===== config.mk =====
export PLATFORM = sky130hd
export DESIGN_NAME = plc_div
export DESIGN_NICKNAME = d
export VERILOG_FILES = /design/src/hdl/plc_pkg.sv /design/src/hdl/plc_div.sv
export SDC_FILE = /design/constraint.sdc
export NUM_CORES = 1
export LEC_CHECK = 0
export BUFFER_PORTS_ARGS = -buffer_cell sky130_fd_sc_hd__buf_2
export CORE_MARGIN = 3
export CORE_UTILIZATION = 40
export CTS_CLUSTER_SIZE = 12
export DETAILED_ROUTE_END_ITERATION = 8
export PLACE_DENSITY_LB_ADDON = 0.2
export SYNTH_ARGS = -nofsm -noshare
export SYNTH_HDL_FRONTEND = slang
export SYNTH_SLANG_ARGS = --single-unit

===== constraint.sdc =====
create_clock -name clk -period 5.8 [get_ports clk]
set_input_delay 0.87 -clock clk [delete_from_list [all_inputs] [get_ports clk]]
set_output_delay 0.87 -clock clk [all_outputs]
set_load 0.01 [all_outputs]

===== src/hdl/plc_pkg.sv =====
package plc_pkg;

	typedef enum logic [3:0] {
		S_IDLE,
		S_DIV,
		S_MUL_I,
		S_WR,
		S_RD,
		S_CHK,
		S_MUL_E,
		S_ADD_E,
		S_FIN
	} state_t;

	localparam logic [1:0] REQ_CLEAR  = 2'd0;
	localparam logic [1:0] REQ_APPEND = 2'd1;
	localparam logic [1:0] REQ_EVAL   = 2'd2;

	localparam logic [1:0] STAT_OK    = 2'd0;
	localparam logic [1:0] STAT_EMPTY = 2'd1;
	localparam logic [1:0] STAT_ZERO  = 2'd2;
	localparam logic [1:0] STAT_FULL  = 2'd3;

	localparam int DIVIDEND_W = 49;
	localparam int DIVISOR_W  = 33;

	// clamp a 49-bit signed value to 32 bits
	function automatic logic signed [31:0] sat49(input logic signed [48:0] v);
		logic signed [31:0] r;
		if (v > 49'sh0_7FFF_FFFF) begin
			r = 32'sh7FFF_FFFF;
		end else if (v < -49'sh0_8000_0000) begin
			r = 32'sh8000_0000;
		end else begin
			r = v[31:0];
		end
		return r;
	endfunction

endpackage


===== src/hdl/plc_div.sv =====
module plc_div (
	input  logic                                  clk,
	input  logic                                  arst_n,
	input  logic                                  start,
	input  logic [plc_pkg::DIVIDEND_W-1:0]        dividend,
	input  logic [plc_pkg::DIVISOR_W-1:0]         divisor,
	output logic                                  done,
	output logic [plc_pkg::DIVIDEND_W-1:0]        quotient
);

	logic [5:0]                            cnt_q;
	logic                                  done_q;
	logic [plc_pkg::DIVISOR_W:0]           rem_q;
	logic [plc_pkg::DIVIDEND_W-1:0]        quo_q;
	logic [plc_pkg::DIVISOR_W-1:0]         dvs_q;
	logic [plc_pkg::DIVISOR_W:0]           trial;
	logic                                  fits;

	// shift in one dividend bit, subtract when the divisor fits
	assign trial = {rem_q[plc_pkg::DIVISOR_W-1:0], quo_q[plc_pkg::DIVIDEND_W-1]};
	assign fits  = trial >= {1'b0, dvs_q};

	always_ff @(posedge clk or negedge arst_n) begin
		if (!arst_n) begin
			cnt_q  <= '0;
			done_q <= 1'b0;
		end else begin
			done_q <= 1'b0;
			if (start) begin
				cnt_q <= 6'(plc_pkg::DIVIDEND_W);
			end else if (cnt_q != '0) begin
				cnt_q <= cnt_q - 6'd1;
				if (cnt_q == 6'd1) begin
					done_q <= 1'b1;
				end
			end
		end
	end

	always_ff @(posedge clk) begin
		if (start) begin
			rem_q <= '0;
			quo_q <= dividend;
			dvs_q <= divisor;
		end else if (cnt_q != '0) begin
			rem_q <= fits ? trial - {1'b0, dvs_q} : trial;
			quo_q <= {quo_q[plc_pkg::DIVIDEND_W-2:0], fits};
		end
	end

	assign done     = done_q;
	assign quotient = quo_q;

endmodule


==> results.txt, run 1 <==
Run status: completed
Synth Area in XOR/XNOR: 0.0337
Core Region: 0.0162 mm2
Fillers: 1565
CTS Root Cell: clkbuf_16
Synth area leaders: edfxtp_1 (36%), dfxtp_1 (9.8%), mux2_2 (8.2%), ha_1 (6.5%), nand3_1 (5.1%)
Syn Area/Cell: 10.8 um2
CTS tree: yes
Synthesized net count: 749
Number of setup buffers added after CTS: 0
Largest net degree at the start of global routing: 66
Initial DRC count: 282
Clock transition at the registers of the reported paths: 0.06 ns
Top FF cell, synth: edfxtp_1
First-pass GRT wire length: 26500 um
Final number of hold-violating endpoints: 0
IO Count: 135
Largest family of logic cells by synthesized area: simple AND/OR/NAND/NOR gates
Post-synth ARST share: 0.0574
#FFs+latches synth: 122
Final Cell Area: 0.00814 mm2
Distinct cells, synth: 65
GP Congestion: 0.920
Routed vias: 5253
Pre-antenna DRT Iters: 4
P_leak: 0.00357 uW
Row count: 46
Worst hold path type: in2async
Routing usage on met2: 0.276
Fraction of layout cells with a size suffix above 1: 0.308
Routed wire length: 15900 um
Multi-input logic area: 0.00315 mm2
DIE HEIGHT: 136 um
Max_slew headroom: 0.296
Most frequent cells after synthesis: edfxtp_1 (82), nand3_1 (69), nand2_1 (50)
Overall Power: 2490 uW
Power per cell area: 306 mW/mm2
Synth Cell Area: 0.00676 mm2
Post-synth EDFFs: 82
FF/Latch Area: 0.00330 mm2
CP arrival: 3.85 ns
DRC errors left: 0
Via-to-Cell Ratio: 5.34
Setup crit start kind: flop
Kind of critical path: reg2reg
CP required: 6.11 ns
Yosys warns: 0
Largest area contributor in the netlist: edfxtp_1
Per-cell routed wire length: 16.1 um
Worst slew pin tran: 1.05 ns
Initial Util: 0.417
GR Layer Usage met1: 0.236
CTS HTree Levels: 4
Dpl cell area: 0.00759 mm2
Mapped Cells: 628
Final slew viol count: 0
Vias in the first global route: 5411
GRT Overall Usage: 0.179
Initial antenna violation count: 0
Max Root-Sink Buffers: 2
Final HPWL DP: 11400 um
Inserted Clock Buffers: 17
Peak Freq: 282 MHz
Tcrit/Tclk final: 0.612
# diodes: 0
Die W: 136 um
Cts repair resizes: 0
CP endpoint kind: flop
P&R area growth vs syn: 20.3%
CTS sink count: 122
Max-Cap Viols: 0
Full die area: 0.0185 mm2
Worst Skew: 0.00848 ns
Post-synthesis adder-cell area fraction: 0.0677
Simple-gate share of the synthesized area: 0.141
Final setup fails: 0
Multiplexer share of the synthesized area: 0.0845
Setup TNS: 0 ns
Peak supply drop: 0.000199 V
Most frequent cell after synthesis: edfxtp_1
Antenna-violating nets left: 0
Seq/Total Area, Yosys: 0.488
Hold Buf Count CTS: 0
Clk_lat worst skew: 0.42 ns
Post-synth top area share: 0.364
Overflow after GRT: 0
GR peak layer: met2
Met3 Use GR: 0.0600
Unrepaired setup endpoints after global routing: false
# port buffers: 134
Post-synthesis compound-gate area fraction: 0.137
Worst-path fanout max: 18
Layout net count: 875
Minimum clock period: 3.55 ns
==> power breakdown <==
part           total (uW)  internal (uW)  switching [uW]  leakage (uW)
Combinational         450            198             252       0.00211
Sequential           1060           1010            43.1       0.00120
Clock                 986            587             399      0.000269
==> stage by stage <==
stage / setup WS, ns / util / cells / hold WS [ns]
2_1_floorplan: 3.02 / - / 628 / 0.453
3_3_place_gp: 2.34 / 0.467 / 951 / 0.474
3_5_place_dp: 2.24 / 0.467 / 951 / 0.484
4_1_cts: 2.21 / 0.501 / 983 / 0.264
5_1_grt: 1.87 / 0.501 / 983 / 0.268
6_report: 2.25 / 0.501 / 983 / 0.281
==> area by class of cell <==
type / instances / share of cell area
Timing Repair Buffer: 139 / 0.0873
Inverter: 42 / 0.0194
Clock buffer: 17 / 0.0523
Tap cell: 216 / 0.0332
Clock inverter: 15 / 0.0154
Sequential cell: 122 / 0.405
Multi-Input combinational cell: 432 / 0.387
==> worst max-delay path, stage by stage, from the launching register on <==
cell and delay [ns]:
edfxtp_1 0.37, inv_1 0.09, ha_1 0.16, inv_1 0.05
fa_1 0.41, a21oi_1 0.25, o211ai_2 0.13, nand3_1 0.14
a211oi_2 0.11, o21ai_2 0.35, o21a_1 0.64, buf_4 0.36
nor4b_2 0.08, a211o_1 0.27
==> layer usage <==
metal  vias up  wire [um]
li1       2592          -
met1      2471       7220
met2       167       7170
met3        23       1220
met4         0        253
met5         -          0
==> registers in the layout, summed over array words and instances (netlist names) <==
signal	cells
quotient	49
dvs_q	33
done	1
rem_q	33
cnt_q	6
==> layout by cell type (no fill, tap or decap), types with 4 or more instances in the layout <==
cell type,n
a21o_1,16
a21oi_1,32
a31oi_1,9
a32oi_1,9
and2_1,5
buf_2,133
buf_4,6
clkbuf_16,17
clkinv_2,4
dfrtp_1,7
dfxtp_1,33
edfxtp_1,82
ha_1,35
inv_1,41
mux2_2,49
nand2_1,50
nand2b_1,6
nand3_1,69
nand4_1,6
nor2_1,12
nor2b_1,4
nor3_1,10
o21ai_0,17
o21ai_1,8
o21bai_1,4
o31ai_1,4
xnor2_1,17
xor2_1,9
==> logic make-up after synthesis <==
logic type / after synthesis
AO/OA/AOI/OAI: 134
XOR/XNOR: 26
adder cells (fa/ha/maj): 36
buffers and inverters: 74
flip-flops: 122
multiplexers: 51
AND/OR/NAND/NOR: 185
==> path summary, 6_finish.rpt <==
path	startpoint	endpoint	slack (ns)	cells after the start
min	arst_n	cnt_q[3]	0.28	1
min in group clk	rem_q[7]	rem_q[7]	0.49	2
max in group asynchronous	arst_n	cnt_q[1]	5.36	1
max reg2reg	quotient[48]	rem_q[24]	2.25	13
min reg2reg	rem_q[7]	rem_q[7]	0.49	2
max	quotient[48]	rem_q[24]	2.25	13
Note: power is estimated with default switching activity, not from simulation.
==> run 2: changes to the inputs <==
Clock period 5.8 ns to 2.9 ns, I/O delays scaled along.
==> run 2 against run 1 <==
  * Worst hold slack lost 0.091 ns
  * Flip-flop and latch count is the same
  * Worst setup slack lost 2.2 ns
  * Wire length grew 4.1%
  * Largest power group unchanged
==> results.txt, run 2 (same netlist as run 1, synthesis figures left out) <==
GR Layer Usage met1: 0.245 (was 0.236)
Unrepaired setup endpoints after global routing: true (was false)
Place WS: -0.0421 ns (was 2.24 ns)
Final slew viol count: 0 (unchanged)
P&R area growth vs syn: 24.3% (was 20.3%)
GRT Overall Usage: 0.185 (was 0.179)
CP arrival: 3.14 ns (was 3.85 ns)
Inserted Clock Buffers: 17 (unchanged)
Routed vias: 5358 (was 5253)
Setup crit start kind: flop (unchanged)
Antenna-violating nets left: 0 (unchanged)
FF/Latch Area: 0.00330 mm2 (unchanged)
CTS HTree Levels: 4 (unchanged)
Worst slew pin tran: 0.527 ns (was 1.05 ns)
# port buffers: 134 (unchanged)
Initial antenna violation count: 0 (unchanged)
Commonest non-fill, non-tap cell in the layout: buf_2 (unchanged)
CTS sink count: 122 (unchanged)
Peak Freq: 357 MHz (was 282 MHz)
CP endpoint kind: flop (unchanged)
Multi-input logic area: 0.00322 mm2 (was 0.00315 mm2)
Kind of critical path: reg2reg (unchanged)
Most frequent cells in the layout: buf_2 (133), edfxtp_1 (82), nand3_1 (68), nand2_1 (50), mux2_2 (49) (was buf_2 (133), edfxtp_1 (82), nand3_1 (69), nand2_1 (50), mux2_2 (49))
Power per cell area: 608 mW/mm2 (was 306 mW/mm2)
DRC errors left: 0 (unchanged)
Routed wire length: 16500 um (was 15900 um)
Initial DRC count: 311 (was 282)
Vias in the first global route: 5538 (was 5411)
Overflow after GRT: 0 (unchanged)
Final Cell Area: 0.00841 mm2 (was 0.00814 mm2)
IO Count: 135 (unchanged)
Final HPWL DP: 11900 um (was 11400 um)
Final number of hold-violating endpoints: 0 (unchanged)
Worst reg2reg setup slack: 0.1 ns (was 2.25 ns)
Worst-path fanout max: 8 (was 18)
Full die area: 0.0185 mm2 (unchanged)
Dpl cell area: 0.00773 mm2 (was 0.00759 mm2)
CTS tree: yes (unchanged)
First-pass GRT wire length: 27100 um (was 26500 um)
Max_slew headroom: 0.646 (was 0.296)
Setup TNS: 0 ns (unchanged)
Worst Skew: 0.00966 ns (was 0.00848 ns)
Pre-antenna DRT Iters: 5 (was 4)
Via-to-Cell Ratio: 5.35 (was 5.34)
P_leak: 0.00368 uW (was 0.00357 uW)
Layout net count: 895 (was 875)
Max-Cap Viols: 0 (unchanged)
Tcrit/Tclk final: 0.967 (was 0.612)
Run status: completed (unchanged)
Clk_lat worst skew: 0.42 ns (about the same)
CP required: 3.23 ns (was 6.11 ns)
GP Congestion: 0.928 (was 0.920)
CTS Root Cell: clkbuf_16 (unchanged)
Row count: 46 (unchanged)
Max Root-Sink Buffers: 2 (unchanged)
GR peak layer: met2 (unchanged)
Peak supply drop: 0.000454 V (was 0.000199 V)
Fillers: 1514 (was 1565)
Routing usage on met2: 0.285 (was 0.276)
Fraction of layout cells with a size suffix above 1: 0.330 (was 0.308)
Per-cell routed wire length: 16.5 um (was 16.1 um)
Initial Util: 0.417 (unchanged)
Final WS setup: 0.0965 ns (was 2.25 ns)
Final setup fails: 0 (unchanged)
Met3 Use GR: 0.0629 (was 0.0600)
Worst hold path type: in2reg (was in2async)
Die W: 136 um (unchanged)
Minimum clock period: 2.80 ns (was 3.55 ns)
Largest net degree at the start of global routing: 64 (was 66)
# diodes: 0 (unchanged)
Max reg flops: 49 (unchanged)
Core Region: 0.0162 mm2 (unchanged)
Clock transition at the registers of the reported paths: 0.06 ns (about the same)
DIE HEIGHT: 136 um (unchanged)
==> run 2: final timing paths <==
check / start / to / cells after the start
min in group asynchronous: arst_n / cnt_q[0] / 2
setup / recovery: dvs_q[8] / rem_q[25] / 11
hold reg to reg: rem_q[19] / rem_q[19] / 2
hold / removal: divisor[3] / dvs_q[3] / 1
max in group asynchronous: arst_n / cnt_q[5] / 2
setup reg to reg: dvs_q[8] / rem_q[25] / 11
==> run 2: stage by stage <==
| step | hold WS [ns] | utilization | total power, uW | std cells |
|---|---|---|---|---|
| after global placement | 0.278 | 0.476 | 3070 | 967 |
| after CTS | 0.172 | 0.513 | 5140 | 999 |
| after global routing | 0.169 | 0.518 | 5370 | 1002 |
| after detailed placement | 0.283 | 0.476 | 3080 | 967 |
| after floorplan | 0.139 | - | 2770 | 628 |
| final | 0.190 | 0.518 | 5110 | 1002 |
==> run 2: area by class of cell <==
| cell class | instances | area share |
|---|---|---|
| timing repair buffer | 159 | 0.107 |
| clock inverter | 13 | 0.0153 |
| sequential | 122 | 0.392 |
| clock buffer | 18 | 0.0510 |
| inverter | 42 | 0.0187 |
| tap | 216 | 0.0321 |
| multi-input combinational | 432 | 0.383 |
==> run 2: critical path: stages (launching register included) <==
cell      delay, ns
edfxtp_1       0.33
inv_1          0.04
ha_1           0.36
and4_1         0.25
and4_1         0.20
a31oi_1        0.21
o21ai_1        0.15
a211oi_4       0.43
o21a_4         0.27
buf_4          0.19
a32oi_1        0.15
o21ai_1        0.13
==> run 2: timing repair <==
item                                    in CTS  in global routing
pin swaps                                    0                  2
setup buffers                                0                  3
resized for setup                            5                  8
endpoints found under the setup margin      18                 28
hold endpoints to repair                     7                  0
hold buffers                                 1                  0
gates cloned                                 0                  0
==> run 2: per-layer routing <==
metal,routed length [um],part of all wire
met1,7290,0.44
met2,7590,0.46
met3,1370,0.083
met4,253,0.015
met5,0,0
==> run 2: report_power, final <==
group	internal (uW)	switching [uW]	total (uW)
Clock	1250	772	2020
Sequential	2030	85.0	2110
Combinational	442	536	978
Total	3720	1390	5110
